## config.mk

```make
export PLATFORM = sky130hd
export DESIGN_NAME = stomp_frame_parser_flat
export DESIGN_NICKNAME = d
export VERILOG_FILES = /design/src/rtl/core/sfp_pkg.sv /design/src/rtl/core/sfp_stream_if.sv /design/src/rtl/core/sfp_in_stage.sv /design/src/rtl/core/sfp_engine.sv /design/src/rtl/core/sfp_out_queue.sv /design/src/rtl/core/stomp_frame_parser.sv /design/src/flat_wrapper.sv
export SDC_FILE = /design/constraint.sdc
export NUM_CORES = 1
export LEC_CHECK = 0
export ABC_CLOCK_PERIOD_IN_PS = 11150
export BUFFER_PORTS_ARGS = -buffer_cell sky130_fd_sc_hd__buf_2
export CORE_ASPECT_RATIO = 1.4
export CORE_UTILIZATION = 57
export DETAILED_ROUTE_END_ITERATION = 8
export PLACE_DENSITY = 0.77
export SLEW_MARGIN = 20
export SYNTH_ARGS = -nofsm -noshare
export SYNTH_HDL_FRONTEND = slang
export SYNTH_SLANG_ARGS = --single-unit
```

## constraint.sdc

```tcl
create_clock -name clk_i -period 11.15 [get_ports clk_i]
set_input_delay 3.345 -clock clk_i [delete_from_list [all_inputs] [get_ports clk_i]]
set_output_delay 3.345 -clock clk_i [all_outputs]
set_load 0.02 [all_outputs]
```

## src/rtl/core/sfp_pkg.sv

```systemverilog
`timescale 1ns / 1ps
// ----------------------------------------------------------------------------
// sfp_pkg
// Shared types, codes and character constants of the frame parser.
// ----------------------------------------------------------------------------
package sfp_pkg;

  localparam int MaxHeadersDefault = 16;
  localparam int LengthBitsDefault = 32;
  localparam int QueueDepth        = 4;

  localparam logic [7:0] CharCr    = 8'h0D;
  localparam logic [7:0] CharLf    = 8'h0A;
  localparam logic [7:0] CharColon = 8'h3A;
  localparam logic [7:0] CharNul   = 8'h00;
  localparam logic [7:0] CharZero  = 8'h30;
  localparam logic [7:0] CharNine  = 8'h39;

  localparam logic [3:0]  KeyLen    = 4'd14;
  localparam logic [31:0] SatOctets = 32'hFFFF_FFFF;

  typedef enum logic [2:0] {
    PH_SKIP       = 3'd0,
    PH_CMD        = 3'd1,
    PH_HDR        = 3'd2,
    PH_BODY_SIZED = 3'd3,
    PH_BODY_OPEN  = 3'd4
  } phase_e;

  typedef enum logic [2:0] {
    ROLE_SKIP      = 3'd0,
    ROLE_CMD       = 3'd1,
    ROLE_HDR_NAME  = 3'd2,
    ROLE_COLON     = 3'd3,
    ROLE_HDR_VALUE = 3'd4,
    ROLE_LINE_END  = 3'd5,
    ROLE_BODY      = 3'd6,
    ROLE_NUL       = 3'd7
  } role_e;

  typedef enum logic [2:0] {
    ST_BUSY          = 3'd0,
    ST_OK            = 3'd1,
    ST_NO_COLON      = 3'd2,
    ST_BAD_LENGTH    = 3'd3,
    ST_NUL_MISPLACED = 3'd4,
    ST_INCOMPLETE    = 3'd5
  } status_e;

  typedef struct packed {
    logic [7:0] data_byte;
    logic       end_of_buffer;
  } in_item_t;

  typedef struct packed {
    logic [2:0]  byte_role;
    logic [7:0]  byte_value;
    logic [4:0]  header_slot;
    logic        frame_done;
    logic [2:0]  status;
    logic [31:0] body_length;
    logic [4:0]  header_total;
    logic [31:0] consumed_octets;
    logic        last_of_run;
  } out_item_t;

  // up to two results produced by one byte
  typedef struct packed {
    logic [1:0]          count;
    out_item_t [1:0]     item;
  } res_pair_t;

  // "content-length", one character per match position
  function automatic logic [7:0] key_char(input logic [3:0] pos);
    logic [7:0] ch;
    unique case (pos)
      4'd0:    ch = 8'h63;
      4'd1:    ch = 8'h6F;
      4'd2:    ch = 8'h6E;
      4'd3:    ch = 8'h74;
      4'd4:    ch = 8'h65;
      4'd5:    ch = 8'h6E;
      4'd6:    ch = 8'h74;
      4'd7:    ch = 8'h2D;
      4'd8:    ch = 8'h6C;
      4'd9:    ch = 8'h65;
      4'd10:   ch = 8'h6E;
      4'd11:   ch = 8'h67;
      4'd12:   ch = 8'h74;
      4'd13:   ch = 8'h68;
      default: ch = 8'h00;
    endcase
    return ch;
  endfunction

endpackage

```

## src/rtl/core/sfp_stream_if.sv

```systemverilog
`timescale 1ns / 1ps
// ----------------------------------------------------------------------------
// sfp_stream_if
// Valid/ready stream channel carrying one payload per transaction.
// ----------------------------------------------------------------------------
interface sfp_stream_if #(
  parameter type T = logic
) ();
  logic valid;
  logic ready;
  T     payload;

  modport source (output valid, output payload, input ready);
  modport sink   (input valid, input payload, output ready);
endinterface

```

## src/rtl/core/sfp_in_stage.sv

```systemverilog
`timescale 1ns / 1ps
// ----------------------------------------------------------------------------
// sfp_in_stage
// Input register; holds one byte until the parse engine takes it.
// ----------------------------------------------------------------------------
module sfp_in_stage (
  input  logic              clk_i,
  input  logic              rst_ni,
  sfp_stream_if.sink        in_i,
  input  logic              take_i,
  output logic              valid_o,
  output sfp_pkg::in_item_t item_o
);
  import sfp_pkg::*;

  logic     valid_q, valid_d;
  in_item_t item_q;
  logic     load;

  assign in_i.ready = !valid_q || take_i;
  assign load       = in_i.valid && in_i.ready;
  assign valid_d    = load ? 1'b1 : (take_i ? 1'b0 : valid_q);

  always_ff @(posedge clk_i or negedge rst_ni) begin
    if (!rst_ni) begin
      valid_q <= 1'b0;
    end else begin
      valid_q <= valid_d;
    end
  end

  always_ff @(posedge clk_i) begin
    if (load) begin
      item_q <= in_i.payload;
    end
  end

  assign valid_o = valid_q;
  assign item_o  = item_q;

endmodule

```

## src/rtl/core/sfp_engine.sv

```systemverilog
`timescale 1ns / 1ps
// ----------------------------------------------------------------------------
// sfp_engine
// Grammar state and per-byte tagging; emits up to two results per byte.
// ----------------------------------------------------------------------------
module sfp_engine #(
  parameter int MAX_HEADERS = sfp_pkg::MaxHeadersDefault,
  parameter int LENGTH_BITS = sfp_pkg::LengthBitsDefault
) (
  input  logic               clk_i,
  input  logic               rst_ni,
  input  logic               item_valid_i,
  input  sfp_pkg::in_item_t  item_i,
  input  logic               space_i,
  output logic               take_o,
  output sfp_pkg::res_pair_t push_o
);
  import sfp_pkg::*;

  localparam int KW = $clog2(MAX_HEADERS + 1);
  localparam int LW = LENGTH_BITS + 32;
  localparam logic [LENGTH_BITS-1:0] LenMax   = '1;
  localparam logic [LENGTH_BITS-1:0] LenLimit =
    (LenMax - LENGTH_BITS'(9)) / LENGTH_BITS'(10);
  localparam logic [KW-1:0] MaxKept = KW'(MAX_HEADERS);

  typedef struct packed {
    phase_e                 phase;
    logic                   held_cr;
    logic                   line_content;
    logic                   colon_found;
    logic [KW-1:0]          kept_cnt;
    logic [3:0]             match_pos;
    logic                   mismatch;
    logic                   len_seen;
    logic [LENGTH_BITS-1:0] len_acc;
    logic                   digits_bad;
    logic [LENGTH_BITS-1:0] body_cnt;
    logic [31:0]            frame_octets;
    logic                   len_active;
    logic                   digit_seen;
  } eng_state_t;

  typedef struct packed {
    eng_state_t s;
    role_e      role;
  } content_t;

  typedef struct packed {
    eng_state_t s;
    status_e    close;
  } line_end_t;

  typedef struct packed {
    eng_state_t s;
    res_pair_t  res;
  } step_t;

  function automatic eng_state_t reset_state();
    eng_state_t s;
    s              = '0;
    s.phase        = PH_SKIP;
    return s;
  endfunction

  function automatic eng_state_t clear_line(input eng_state_t cur);
    eng_state_t s;
    s              = cur;
    s.line_content = 1'b0;
    s.colon_found  = 1'b0;
    s.match_pos    = 4'd0;
    s.mismatch     = 1'b0;
    s.len_active   = 1'b0;
    s.digit_seen   = 1'b0;
    s.digits_bad   = 1'b0;
    return s;
  endfunction

  function automatic logic [31:0] clip_len(input logic [LENGTH_BITS-1:0] v);
    logic [LW-1:0] wide;
    wide = LW'(v);
    if (wide > LW'(SatOctets)) begin
      return SatOctets;
    end
    return 32'(v);
  endfunction

  function automatic out_item_t mk_result(input eng_state_t s, input role_e role,
                                          input logic [7:0] v);
    out_item_t r;
    r                 = '0;
    r.byte_role       = role;
    r.byte_value      = v;
    r.header_slot     = 5'(s.kept_cnt);
    r.frame_done      = 1'b0;
    r.status          = ST_BUSY;
    r.body_length     = clip_len(s.body_cnt);
    r.header_total    = 5'(s.kept_cnt);
    r.consumed_octets = s.frame_octets;
    r.last_of_run     = 1'b0;
    return r;
  endfunction

  function automatic res_pair_t push(input res_pair_t cur, input out_item_t r);
    res_pair_t p;
    p = cur;
    if (p.count == 2'd0) begin
      p.item[0] = r;
    end else if (p.count == 2'd1) begin
      p.item[1] = r;
    end
    if (p.count != 2'd2) begin
      p.count = p.count + 2'd1;
    end
    return p;
  endfunction

  function automatic role_e line_role(input eng_state_t s);
    if (s.phase == PH_CMD) begin
      return ROLE_CMD;
    end
    return s.colon_found ? ROLE_HDR_VALUE : ROLE_HDR_NAME;
  endfunction

  function automatic content_t content(input eng_state_t cur, input logic [7:0] b);
    content_t c;
    c.s              = cur;
    c.role           = ROLE_CMD;
    c.s.line_content = 1'b1;
    if (cur.phase != PH_CMD) begin
      if (!cur.colon_found) begin
        if (b == CharColon) begin
          c.s.colon_found = 1'b1;
          c.s.len_active  = !cur.mismatch && cur.match_pos == KeyLen &&
                            cur.kept_cnt < MaxKept && !cur.len_seen;
          if (c.s.len_active) begin
            c.s.len_acc = '0;
          end
          c.s.digits_bad  = 1'b0;
          c.s.digit_seen  = 1'b0;
          c.role          = ROLE_COLON;
        end else begin
          if (!cur.mismatch) begin
            if (cur.match_pos < KeyLen && b == key_char(cur.match_pos)) begin
              c.s.match_pos = cur.match_pos + 4'd1;
            end else begin
              c.s.mismatch = 1'b1;
            end
          end
          c.role = ROLE_HDR_NAME;
        end
      end else begin
        if (cur.len_active && !cur.digits_bad) begin
          if (b >= CharZero && b <= CharNine) begin
            // conservative overflow test before the multiply-add
            if (cur.len_acc > LenLimit) begin
              c.s.digits_bad = 1'b1;
            end else begin
              c.s.len_acc    = (cur.len_acc << 3) + (cur.len_acc << 1) +
                               LENGTH_BITS'(b[3:0]);
              c.s.digit_seen = 1'b1;
            end
          end else begin
            c.s.digits_bad = 1'b1;
          end
        end
        c.role = ROLE_HDR_VALUE;
      end
    end
    return c;
  endfunction

  function automatic line_end_t end_line(input eng_state_t cur);
    line_end_t le;
    le.s     = cur;
    le.close = ST_BUSY;
    if (cur.phase == PH_CMD) begin
      le.s.phase = PH_HDR;
      le.s       = clear_line(le.s);
    end else if (!cur.line_content) begin
      // blank line closes the header block
      le.s.phase    = cur.len_seen ? PH_BODY_SIZED : PH_BODY_OPEN;
      le.s.body_cnt = '0;
      le.s          = clear_line(le.s);
    end else if (!cur.colon_found) begin
      le.close = ST_NO_COLON;
    end else if (cur.len_active && (cur.digits_bad || !cur.digit_seen)) begin
      le.close = ST_BAD_LENGTH;
    end else begin
      if (cur.len_active) begin
        le.s.len_seen = 1'b1;
      end
      if (cur.kept_cnt < MaxKept) begin
        le.s.kept_cnt = cur.kept_cnt + KW'(1);
      end
      le.s = clear_line(le.s);
    end
    return le;
  endfunction

  function automatic step_t do_step(input eng_state_t cur, input in_item_t it);
    step_t      st;
    eng_state_t s;
    res_pair_t  p;
    content_t   c;
    line_end_t  le;
    status_e    close;
    logic [7:0] b;
    logic       idx;
    s     = cur;
    p     = '0;
    close = ST_BUSY;
    b     = it.data_byte;
    if (s.frame_octets != SatOctets) begin
      s.frame_octets = s.frame_octets + 32'd1;
    end
    if (s.phase == PH_SKIP) begin
      if (b == CharCr || b == CharLf) begin
        p = push(p, mk_result(s, ROLE_SKIP, b));
      end else begin
        s.phase = PH_CMD;
      end
    end
    if (s.phase == PH_CMD || s.phase == PH_HDR) begin
      if (s.held_cr) begin
        s.held_cr = 1'b0;
        if (b == CharLf) begin
          // trimmed cr, then the lf
          p     = push(p, mk_result(s, ROLE_LINE_END, CharCr));
          p     = push(p, mk_result(s, ROLE_LINE_END, CharLf));
          le    = end_line(s);
          s     = le.s;
          close = le.close;
        end else begin
          c = content(s, CharCr);
          s = c.s;
          p = push(p, mk_result(s, c.role, CharCr));
          if (b == CharCr) begin
            s.held_cr = 1'b1;
          end else begin
            c = content(s, b);
            s = c.s;
            p = push(p, mk_result(s, c.role, b));
          end
        end
      end else if (b == CharLf) begin
        p     = push(p, mk_result(s, ROLE_LINE_END, CharLf));
        le    = end_line(s);
        s     = le.s;
        close = le.close;
      end else if (b == CharCr) begin
        s.held_cr = 1'b1;
      end else begin
        c = content(s, b);
        s = c.s;
        p = push(p, mk_result(s, c.role, b));
      end
    end else if (s.phase == PH_BODY_SIZED) begin
      if (s.body_cnt < s.len_acc) begin
        s.body_cnt = s.body_cnt + LENGTH_BITS'(1);
        p          = push(p, mk_result(s, ROLE_BODY, b));
      end else if (b == CharNul) begin
        p     = push(p, mk_result(s, ROLE_NUL, b));
        close = ST_OK;
      end else begin
        p     = push(p, mk_result(s, ROLE_SKIP, b));
        close = ST_NUL_MISPLACED;
      end
    end else if (s.phase == PH_BODY_OPEN) begin
      if (b == CharNul) begin
        p     = push(p, mk_result(s, ROLE_NUL, b));
        close = ST_OK;
      end else begin
        if (s.body_cnt != LenMax) begin
          s.body_cnt = s.body_cnt + LENGTH_BITS'(1);
        end
        p = push(p, mk_result(s, ROLE_BODY, b));
      end
    end
    if (close == ST_BUSY && it.end_of_buffer) begin
      // buffer ran dry mid-frame: release a held cr as content first
      if (s.held_cr) begin
        s.held_cr = 1'b0;
        p         = push(p, mk_result(s, line_role(s), CharCr));
      end
      close = ST_INCOMPLETE;
    end
    if (p.count != 2'd0) begin
      idx                      = (p.count == 2'd2);
      p.item[idx].last_of_run  = 1'b1;
      if (close != ST_BUSY) begin
        p.item[idx].frame_done      = 1'b1;
        p.item[idx].status          = close;
        p.item[idx].body_length     = (close == ST_OK) ? clip_len(s.body_cnt) : 32'd0;
        p.item[idx].header_total    = 5'(s.kept_cnt);
        p.item[idx].consumed_octets = (close == ST_OK) ? s.frame_octets : 32'd0;
      end
    end
    if (close != ST_BUSY) begin
      s = reset_state();
    end
    st.s   = s;
    st.res = p;
    return st;
  endfunction

  eng_state_t state_q, state_d;
  step_t      step;

  assign take_o = item_valid_i && space_i;
  assign step   = do_step(state_q, item_i);

  always_comb begin
    state_d = state_q;
    if (take_o) begin
      state_d = step.s;
    end
  end

  always_comb begin
    push_o = '0;
    if (take_o) begin
      push_o = step.res;
    end
  end

  always_ff @(posedge clk_i or negedge rst_ni) begin
    if (!rst_ni) begin
      state_q <= reset_state();
    end else begin
      state_q <= state_d;
    end
  end

endmodule

```

## src/rtl/core/sfp_out_queue.sv

```systemverilog
`timescale 1ns / 1ps
// ----------------------------------------------------------------------------
// sfp_out_queue
// Small result queue; takes up to two results per cycle, sends one.
// ----------------------------------------------------------------------------
module sfp_out_queue (
  input  logic               clk_i,
  input  logic               rst_ni,
  input  sfp_pkg::res_pair_t push_i,
  output logic               space_o,
  sfp_stream_if.source       out_o
);
  import sfp_pkg::*;

  localparam int PtrW = $clog2(QueueDepth);
  localparam int CntW = $clog2(QueueDepth + 1);

  out_item_t        entries_q [QueueDepth];
  logic [PtrW-1:0]  wr_ptr_q, wr_ptr_d;
  logic [PtrW-1:0]  rd_ptr_q, rd_ptr_d;
  logic [CntW-1:0]  count_q, count_d;
  logic [PtrW-1:0]  wr_next;
  logic             pop;

  assign pop      = out_o.valid && out_o.ready;
  assign wr_next  = wr_ptr_q + PtrW'(1);
  assign wr_ptr_d = wr_ptr_q + PtrW'(push_i.count);
  assign rd_ptr_d = pop ? rd_ptr_q + PtrW'(1) : rd_ptr_q;
  assign count_d  = count_q + CntW'(push_i.count) - CntW'(pop);

  // room for a full pair before the engine may fire
  assign space_o  = count_q <= CntW'(QueueDepth - 2);

  assign out_o.valid   = count_q != '0;
  assign out_o.payload = entries_q[rd_ptr_q];

  always_ff @(posedge clk_i or negedge rst_ni) begin
    if (!rst_ni) begin
      wr_ptr_q <= '0;
      rd_ptr_q <= '0;
      count_q  <= '0;
    end else begin
      wr_ptr_q <= wr_ptr_d;
      rd_ptr_q <= rd_ptr_d;
      count_q  <= count_d;
    end
  end

  always_ff @(posedge clk_i) begin
    if (push_i.count != 2'd0) begin
      entries_q[wr_ptr_q] <= push_i.item[0];
    end
    if (push_i.count == 2'd2) begin
      entries_q[wr_next] <= push_i.item[1];
    end
  end

endmodule

```

## src/rtl/core/stomp_frame_parser.sv

```systemverilog
`timescale 1ns / 1ps
// ----------------------------------------------------------------------------
// stomp_frame_parser
// STOMP 1.2 frame parser tagging one received octet per transaction.
// ----------------------------------------------------------------------------
// The parser takes one octet per clock while the result queue has room and
// tags it with its role in the frame (skipped, command, header name, colon,
// header value, line end, body, frame NUL). Each octet gives zero, one or two
// results; the closing result carries status, body length, header count and
// consumed octets, and the parser then starts over on the next frame. An octet
// is held in the input register, tagged by the parse engine as it is taken and
// written into a four-entry result queue, which offers it on the output. Input
// runs at one octet per cycle while at least two queue entries are free; the
// output side sends one result per cycle while the receiver is ready, so a run
// of octets yielding two results (CR LF pairs, released CRs) is paced by the
// output at one result per cycle.
// ----------------------------------------------------------------------------
module stomp_frame_parser #(
  parameter int MAX_HEADERS = sfp_pkg::MaxHeadersDefault,
  parameter int LENGTH_BITS = sfp_pkg::LengthBitsDefault
) (
  input  logic         clk_i,
  input  logic         rst_ni,
  sfp_stream_if.sink   in_i,
  sfp_stream_if.source out_o
);
  import sfp_pkg::*;

  logic      item_valid;
  in_item_t  item;
  logic      take;
  logic      space;
  res_pair_t push;

  sfp_in_stage u_in_stage (
    .clk_i   (clk_i),
    .rst_ni  (rst_ni),
    .in_i    (in_i),
    .take_i  (take),
    .valid_o (item_valid),
    .item_o  (item)
  );

  sfp_engine #(
    .MAX_HEADERS (MAX_HEADERS),
    .LENGTH_BITS (LENGTH_BITS)
  ) u_engine (
    .clk_i        (clk_i),
    .rst_ni       (rst_ni),
    .item_valid_i (item_valid),
    .item_i       (item),
    .space_i      (space),
    .take_o       (take),
    .push_o       (push)
  );

  sfp_out_queue u_out_queue (
    .clk_i   (clk_i),
    .rst_ni  (rst_ni),
    .push_i  (push),
    .space_o (space),
    .out_o   (out_o)
  );

endmodule

```

## src/flat_wrapper.sv

```systemverilog
// flat-port wrapper written by rule: the top's interface ports become plain ports
module stomp_frame_parser_flat import sfp_pkg::*;
#(
  parameter int MAX_HEADERS = sfp_pkg::MaxHeadersDefault,
  parameter int LENGTH_BITS = sfp_pkg::LengthBitsDefault
)
  (clk_i, rst_ni, in_i_valid, in_i_payload, in_i_ready, out_o_valid, out_o_payload, out_o_ready);
  sfp_stream_if #(.T(in_item_t)) in_i_i ();
  sfp_stream_if #(.T(out_item_t)) out_o_i ();
  input  logic clk_i;
  input  logic rst_ni;
  input wire logic [$bits(in_i_i.valid)-1:0] in_i_valid;
  input wire logic [$bits(in_i_i.payload)-1:0] in_i_payload;
  output wire logic [$bits(in_i_i.ready)-1:0] in_i_ready;
  output wire logic [$bits(out_o_i.valid)-1:0] out_o_valid;
  output wire logic [$bits(out_o_i.payload)-1:0] out_o_payload;
  input wire logic [$bits(out_o_i.ready)-1:0] out_o_ready;
  assign in_i_i.valid = in_i_valid;
  assign in_i_i.payload = in_i_payload;
  assign in_i_ready = in_i_i.ready;
  assign out_o_valid = out_o_i.valid;
  assign out_o_payload = out_o_i.payload;
  assign out_o_i.ready = out_o_ready;
  stomp_frame_parser #(.MAX_HEADERS(MAX_HEADERS), .LENGTH_BITS(LENGTH_BITS)) u_core (.clk_i(clk_i), .rst_ni(rst_ni), .in_i(in_i_i), .out_o(out_o_i));
endmodule
```

* Word-level counts from Yosys, hierarchy flattened
Memory sizes are Yosys's and may differ from the RTL's. Cells that the tools add are included.
Operators by class: $add $sub $neg 16, multipliers 0, divide/modulo/power cells 0, order comparisons 10, eq/ne operators 37, shift-type cells 0, muxes and demuxes 225, bitwise operators 0, reductions and logical operators 58
Operators with widths (count):
- two-way mux 90 bit | 33
- two-way mux 182 bit | 12
- bitwise mux 180 bit | 6
- two-way mux 180 bit | 5
- two-way mux 116 bit | 6
- demux 90 bit (select 1 bit) | 6
- two-way mux 32 bit | 13
- two-way mux 112 bit | 3
- two-way mux 33 bit | 9
- two-way mux 181 bit | 1
- two-way mux 8 bit | 22
- two-way mux 111 bit | 1
- two-way mux 5 bit | 17
- two-way mux 74 bit | 1
- two-way mux 73 bit | 1
- two-way mux 70 bit | 1
- adder 32 x 1 -> 32 bit, second input constant | 2
- != test 32 bit, second input constant | 2
- two-way mux 3 bit | 17
- two-way mux 2 bit | 25
- two-way mux 50 bit | 1
- two-way mux 1 bit | 38
- two-way mux 38 bit | 1
- two-way mux 34 bit | 1
- 51 further kinds | 122
Storage, ports and cells: register bits 133, latch bits 0, memory bits (writable) 360, bits in read-only memories 336, input bits 13, output and inout port bits 92, logic and storage cells 370, memories kept 4
Memory list:
- u_core.u_out_queue.entries_q | depth 4, bits a word 90, rd ports 1, clocked after memory_dff 0, write ports 2, line sfp_out_queue.sv:18 | out_item_t entries_q [QueueDepth];
- (name not given) | depth 16, bits a word 7, rd ports 1, clocked after memory_dff 0, write ports 0, line sfp_pkg.sv:76 | unique case (pos)
- (name not given) | depth 16, bits a word 7, rd ports 1, clocked after memory_dff 0, write ports 0, line sfp_pkg.sv:76
- (name not given) | depth 16, bits a word 7, rd ports 1, clocked after memory_dff 0, write ports 0, line sfp_pkg.sv:76

* Depth between registers and ports, before layout
Gate-level depths: netlist of the first run. An unclocked memory read counts as a cell.
word-level depth 64, mapped depth 21, depth with buffers taken out 18

* Cells and area by module
From an unflattened synthesis of the first run, not the netlist that was laid out.
Unflattened totals: cell total of the unflattened synthesis 2898, area total of the unflattened synthesis 32088.3 µm²
Modules (own cells, without submodules):
- sfp_out_queue | times used 1, cells each 911, area each 17805.8 µm², seq. area each 10985.5 µm²
- sfp_engine | times used 1, cells each 1974, area each 13958.4 µm², seq. area each 2902.8 µm²
- sfp_in_stage | times used 1, cells each 13, area each 324.1 µm², seq. area each 295.3 µm²

* Least setup slack after synthesis of the first run
No wires, ideal clock.
kind reg2reg, start point register u_core.u_in_stage.item_q, in the netlist u_core.u_in_stage.item_o[5], end point memory u_core.u_out_queue.entries_q[3][0] (netlist name), enable pin, library setup time 760 ps, arrival 11571 ps, required time 10390 ps, slack -1182 ps, stages on the path, launching flop included 15, buffers on the path 2, period minus slack after synthesis 12332 ps, cell sequence edfxtp_1 -> nor4_4 -> buf_4 -> o2111ai_1 -> clkinv_1 -> clkbuf_1 -> ha_1 -> inv_1 -> o21ai_0 -> a22oi_1 -> ha_1 -> o211ai_1 -> a21boi_0 -> nor2_1 -> nor4_1
RTL lines:
- start, declared | line sfp_in_stage.sv:17 | in_item_t item_q;
- start signal, assigned | line sfp_in_stage.sv:34 | item_q <= in_i.payload;
- end, declared | line sfp_out_queue.sv:18

==> flow_summary.toml, run 1 <==
[drt]
viasPerCell = 7.089
wl_per_cell_um = 27.90
drt_first_pass_iters = 8
drc = 0
drt_wl_total_um = 110400
num_vias = 28040
final_antenna_net_count = 0
initialDrtViolationCount = 3283

[power]
switchingPower_uw = 2528
p_int_uw = 3969
power.density_nw_per_um2 = 189.4
ir_worst_vdd_uv = 167.2
p_sw_share_pct = 38.91
share_seq_of_total_power_pct = 39.0
p_clk_share_pct = 25.5
p_leak_uw = 0.01268
p_comb_share_pct = 35.5

[synth]
synthCells = 3202
yosysTopAreaCellShare_pct = 35.09
yosys-top-cells-count = "369 x edfxtp_1, 326 x nand2_1, 323 x nor2_1"
seq_area_frac_synth_pct = 44.92
synth.avg_cell_area_um2 = 9.861
synth_edf_count = 369
yosys_most_used_dff = "edfxtp_1"
synth-seq-cells = 493
yosys_warnings = 0
syn-num-nets = 3327
yosys-top-cells-area = "edfxtp_1 35%, dfrtp_1 9.8%, mux4_2 6.5%, o21ai_0 4.6%, ha_1 4.3%"
netlist_area_um2 = 31580
synth_top_area_cell = "edfxtp_1"
async_flop_share_pct = 25.15
synth_cell_type_count = 97
synth.most_common_cell = "edfxtp_1"

[place]
dpl_cell_area_um2 = 32730
place_hpwl_um = 74440
gp_congestion = 1.013
io_buffer_count = 104
detailedPlace.worstSlack_ns = 4.099

[clock_network]
post_cts_buffers = 0
clockRootBuffer = "clkbuf_16"
clk_pin_slew_ns = 0.06
cts.sinks = 493
cts_tree = "built"
cts_max_level = 2
cts_hold_buf = 0
clk_latency_ns = 0.64
cts_inserted_buffers = 47
cts_resized = 0
clockBufferDepth = 3

[timing]
finalSetupViolations = 0
tns_ns = 0
max_clock_freq_ghz = 0.1368
hold_viol_final = 0
drv_slew = 0
relSlewSlack_pct = 20.89
hold_slack_ns = 0.4928
period_share_pct = 65.56
finalClockSkew_ns = 0.04958
period_needed_ns = 7.310
rsz0062_at_grt = "false"
tightest_slew_ns = 1.184
fin_ws_ns = 3.840

[final_layout]
final_area_um2 = 34300
nNetsFinal = 3320
utilization_pct = 62.98
ff_latch_area_um2 = 14190
num-fill-cells = 4253
layout-drive-gt1-share_pct = 12.52
areaGrowthSynthToFinish_pct = 8.638
multi_input_area_um2 = 16270

[floorplanning]
die_w_um = 200.9
dieArea_um2 = 56350
io_pins = 105
core_area_um2 = 54470
initial_core_util_pct = 57.97
row_count = 101
die_h_um = 280.5

[global_route]
grt_pass1_wl_um = 166600
antenna_found_initial = 1
grt-ovfl-total = 0
grt.total_usage_pct = 38.96
grt_max_degree = 73
grt_pass1_vias = 27480

[worst_hold_path]
hold_class = "reg -> reg"

[job]
maxCapViolations = 0

[critical_path]
critPathKind = "reg -> reg"
path_max_fanout = 64
crit_required_ns = 11.37
critPathCaptureType = "register"
cp.arrival_ns = 7.53
start_kind = "register"

[status]
outcome = "complete, no violations"
-- worst paths after layout --
check                           depth (start not counted)                                             to                               startpoint  slack, ns
min in group asynchronous                               1        u_core.u_engine.state_q[60]$_DFFE_PN0P_                                   rst_ni       2.74
worst max-delay path                                   17  u_core.u_out_queue.entries_q[0][25]$_DFFE_PP_    u_core.u_in_stage.item_o[3]$_DFFE_PP_       3.84
max in group asynchronous                               2     u_core.u_out_queue.rd_ptr_q[0]$_DFFE_PN0P_                                   rst_ni       6.86
worst max register to register                         17  u_core.u_out_queue.entries_q[0][25]$_DFFE_PP_    u_core.u_in_stage.item_o[3]$_DFFE_PP_       3.84
worst min register to register                          1        u_core.u_out_queue.count_q[2]$_DFF_PN0_  u_core.u_out_queue.count_q[2]$_DFF_PN0_       0.49
worst min-delay path                                    1        u_core.u_out_queue.count_q[2]$_DFF_PN0_  u_core.u_out_queue.count_q[2]$_DFF_PN0_       0.49
-- metal layers --
layer  track usage (%)  share of wire [%]  up-vias
met3             7.944                 10      496
met2             63.52                 47     1903
met1             46.65                 35    13500
li1                  -                  -    12140
met5                 0              0.012        -
met4             26.40                7.4        2
-- power groups by stage --
stage	Sequential (uW)	Clock, uW	Combinational (uW)
after floorplan	2490	0	1580
after global placement	2540	0	2250
after detailed placement	2570	0	2270
after CTS	2530	1650	2280
after global routing	2560	1720	2420
final	2530	1660	2310
-- kinds of logic after synthesis --
kind of cell	count (synthesis)	share of synthesized area (%)
buf+inv	323	4.006
flops	493	44.92
fa+ha+maj	112	4.509
simple gates	1031	15.07
compound gates	982	19.75
mux	184	9.601
xor+xnor	77	2.136
-- critical path: stages (launching register included) --
cell and delay, ns:
edfxtp_1 0.57, and3b_1 0.33, o2111ai_1 0.21, buf_4 0.32, clkinv_1 0.72, ha_1 0.50, inv_1 0.05, o21ai_0 0.07
a22oi_1 0.49, ha_1 0.37, or3_1 0.38, or3_1 0.38, a21o_1 0.31, o21ai_0 0.17, nor2b_1 0.21, a21oi_1 0.09
nor2_4 0.72, buf_4 0.87
-- registers in the layout, summed over array words and instances (netlist names) --
register                      flops
u_core.u_in_stage.valid_o         1
u_core.u_out_queue.rd_ptr_q       2
u_core.u_out_queue.wr_ptr_q       2
u_core.u_out_queue.entries_q    360
u_core.u_out_queue.count_q        3
u_core.u_engine.state_q         116
u_core.u_in_stage.item_o          9
-- cell type report --
type	instances	area share (%)
Multi-Input combinational cell	2386	47.42
Sequential cell	493	41.37
Clock buffer	59	3.677
Timing Repair Buffer	169	2.958
Tap cell	721	2.630
Inverter	98	1.072
Clock inverter	29	0.8645
Antenna cell	1	0.007295
-- cell usage in the layout, fill, tap and decap left out, types with 91 or more instances in the layout --
cell type,instances
dfrtp_1,122
inv_1,95
edfxtp_1,369
mux4_2,91
nand2_1,324
a21oi_1,221
nand3_1,94
nor2_1,318
o21ai_0,283
buf_2,103
ha_1,109
-- stage by stage --
step | power [uW] | std cells
after floorplan | 4076 | 3202
after global placement | 4791 | 3867
after detailed placement | 4838 | 3867
after CTS | 6463 | 3955
after global routing | 6700 | 3955
final | 6497 | 3956
No activity file was read; power rests on OpenSTA's default activity.
==> run 2: changes to the inputs <==
--- a/config.mk
+++ b/config.mk
@@ -5,7 +5,7 @@
 export SDC_FILE = /design/constraint.sdc
 export NUM_CORES = 1
 export LEC_CHECK = 0
-export ABC_CLOCK_PERIOD_IN_PS = 11150
+export ABC_CLOCK_PERIOD_IN_PS = 6200
 export BUFFER_PORTS_ARGS = -buffer_cell sky130_fd_sc_hd__buf_2
 export CORE_ASPECT_RATIO = 1.4
 export CORE_UTILIZATION = 57
==> constraint.sdc (replaced) <==
create_clock -name clk_i -period 6.2 [get_ports clk_i]
set_input_delay 1.86 -clock clk_i [delete_from_list [all_inputs] [get_ports clk_i]]
set_output_delay 1.86 -clock clk_i [all_outputs]
set_load 0.02 [all_outputs]
==> run 2 against run 1 <==
- non-clock buffer count rose by 50
- utilization rose by 1.1 points
- worst setup slack got worse by 3.0 ns
- die area did not move
- first-iteration DRC count rose by 7.5%
- hold slack improved by 0.028 ns
- final cell count rose by 1.2%
- critical endpoint is now u_core.u_out_queue.entries_q[0][30]$_DFFE_PP_
- highest routed layer is now met4
==> flow_summary.toml, run 2 (same netlist as run 1, synthesis figures left out) <==
[global_route]
met2_usage_pct = 66.31
grt_pass1_vias = 27830
met1_usage_pct = 47.39
grt_pass1_wl_um = 170400
antenna_found_initial = 2
grt_max_degree = 91
top_usage_layer = "met2"
grt-ovfl-total = 0
grtUsageMet3_pct = 7.259
grt.total_usage_pct = 40.08

[critical_path]
cp.arrival_ns = 5.72
critPathCaptureType = "register"
worst-path-buf-inv = 2
path_cells = "nor3b_2 > o2111ai_4 > buf_4 > ha_4 > a311oi_2 > a22oi_2 > ha_1 > or3_1 > or3_1 > a21o_1 > o32a_2 > mux2i_4 > buf_4 > nor2_1"
critPathKind = "reg -> reg"
start_kind = "register"
crit_family = "compound AO/OA/AOI/OAI gates"
worst_path_max_delay_cell = "o32a_2"
path_max_fanout = 28
crit_path_max_incr_delay_ns = 0.60
crit_required_ns = 6.54

[final_layout]
largest_reg_flops = 360
areaGrowthSynthToFinish_pct = 10.62
num-fill-cells = 4265
regMostFlops = "u_core.u_out_queue.entries_q"
layout-drive-gt1-share_pct = 13.92
nNetsFinal = 3371
final_common_cell = "edfxtp_1"
layout_common_cells = "369 x edfxtp_1, 325 x nand2_1, 318 x nor2_1"

[drt]
drc = 0
initialDrtViolationCount = 3528
num_vias = 28400
final_antenna_net_count = 0
wl_per_cell_um = 28.39
drt_wl_total_um = 113700
drt_first_pass_iters = 6
viasPerCell = 7.092

[power]
p_total_uw = 11950
power.density_nw_per_um2 = 342.2
ir_worst_vdd_uv = 292.8
p_leak_uw = 0.01300

[timing]
finalClockSkew_ns = 0.03348
tightest_slew_ns = 1.223
drv_slew = 0
max_clock_freq_ghz = 0.1858
rsz0062_at_grt = "false"
hold_viol_final = 0
relSlewSlack_pct = 18.47
finalSetupViolations = 0
period_needed_ns = 5.382
hold_slack_ns = 0.5210
period_share_pct = 86.80

[place]
gp_congestion = 1.051
io_buffer_count = 104
place_hpwl_um = 78570

[clock_network]
clockBufferDepth = 3
cts_resized = 0
cts.sinks = 493
clk_latency_ns = 0.64
clockRootBuffer = "clkbuf_16"
clk_pin_slew_ns = 0.07
cts_inserted_buffers = 48
cts_tree = "built"
cts_hold_buf = 0
post_cts_buffers = 0
cts_max_level = 2

[floorplanning]
die_w_um = 200.9
core_area_um2 = 54470
io_pins = 105
dieArea_um2 = 56350
row_count = 101
initial_core_util_pct = 57.97
die_h_um = 280.5

[job]
maxCapViolations = 0

[status]
outcome = "complete, no violations"

[worst_hold_path]
hold_class = "reg -> reg"
## run 2: cell types whose count changed in the layout (fill, tap and decap cells not counted), moves of 2 or more
cell | before | now
nor4_2 | 4 | 2
clkbuf_1 | 8 | 10
buf_4 | 65 | 101
ha_4 | 0 | 2
nor4_4 | 1 | 3
clkinvlp_4 | 4 | 1
ha_1 | 109 | 107
inv_8 | 2 | 0
clkbuf_16 | 47 | 49
buf_12 | 0 | 13
## run 2: metrics by stage
stage / utilization, % / instance area (um^2) / cells / TNS [ns] / worst slack, ns
after floorplan: - / 31710 / 3202 / -14.67 / -0.08148
after global placement: 61.22 / 33340 / 3916 / 0 / 1.069
after detailed placement: 61.22 / 33340 / 3916 / 0 / 0.9223
after CTS: 64.11 / 34920 / 4003 / 0 / 0.8853
after global routing: 64.12 / 34930 / 4004 / 0 / 0.5982
final: 64.13 / 34930 / 4005 / 0 / 0.8183
## run 2: where the power goes
group	internal, uW	switching (uW)
sequential	4190	389
clock	1670	1350
combinational	1430	2910
## run 2: final cells by class
| class | instances | area (um^2) | share of cell area [%] |
|---|---|---|---|
| diodes | 1 | 2.502 | 0.007164 |
| clock buffers | 63 | 1319 | 3.776 |
| multi-input cells | 2386 | 16340 | 46.77 |
| flip-flops and latches | 493 | 14190 | 40.63 |
| inverters | 98 | 367.9 | 1.053 |
| clock inverters | 24 | 256.5 | 0.7343 |
| well taps | 721 | 902.1 | 2.583 |
| repair buffers | 219 | 1553 | 4.445 |
## run 2: metal layers
| layer | wire (um) | part of all wire, % | up-vias |
|---|---|---|---|
| met5 | 0 | 0 | - |
| met4 | 9159 | 8.1 | 0 |
| met3 | 11050 | 9.7 | 521 |
| met2 | 53930 | 47 | 2002 |
| met1 | 39560 | 35 | 13650 |
| li1 | - | - | 12230 |
## run 2: path summary, 6_finish.rpt
kind | from | endpoint | slack [ns] | cells after the start
worst max-delay path | u_core.u_in_stage.item_o[2]$_DFFE_PP_ | u_core.u_out_queue.entries_q[0][30]$_DFFE_PP_ | 0.82 | 14
worst min-delay path | u_core.u_out_queue.count_q[0]$_DFF_PN0_ | u_core.u_out_queue.count_q[0]$_DFF_PN0_ | 0.52 | 1
worst max register to register | u_core.u_in_stage.item_o[2]$_DFFE_PP_ | u_core.u_out_queue.entries_q[0][30]$_DFFE_PP_ | 0.82 | 14
worst min register to register | u_core.u_out_queue.count_q[0]$_DFF_PN0_ | u_core.u_out_queue.count_q[0]$_DFF_PN0_ | 0.52 | 1
max in group asynchronous | rst_ni | u_core.u_engine.state_q[94]$_DFFE_PN0P_ | 3.89 | 2
min in group asynchronous | rst_ni | u_core.u_engine.state_q[33]$_DFFE_PN0P_ | 1.21 | 1
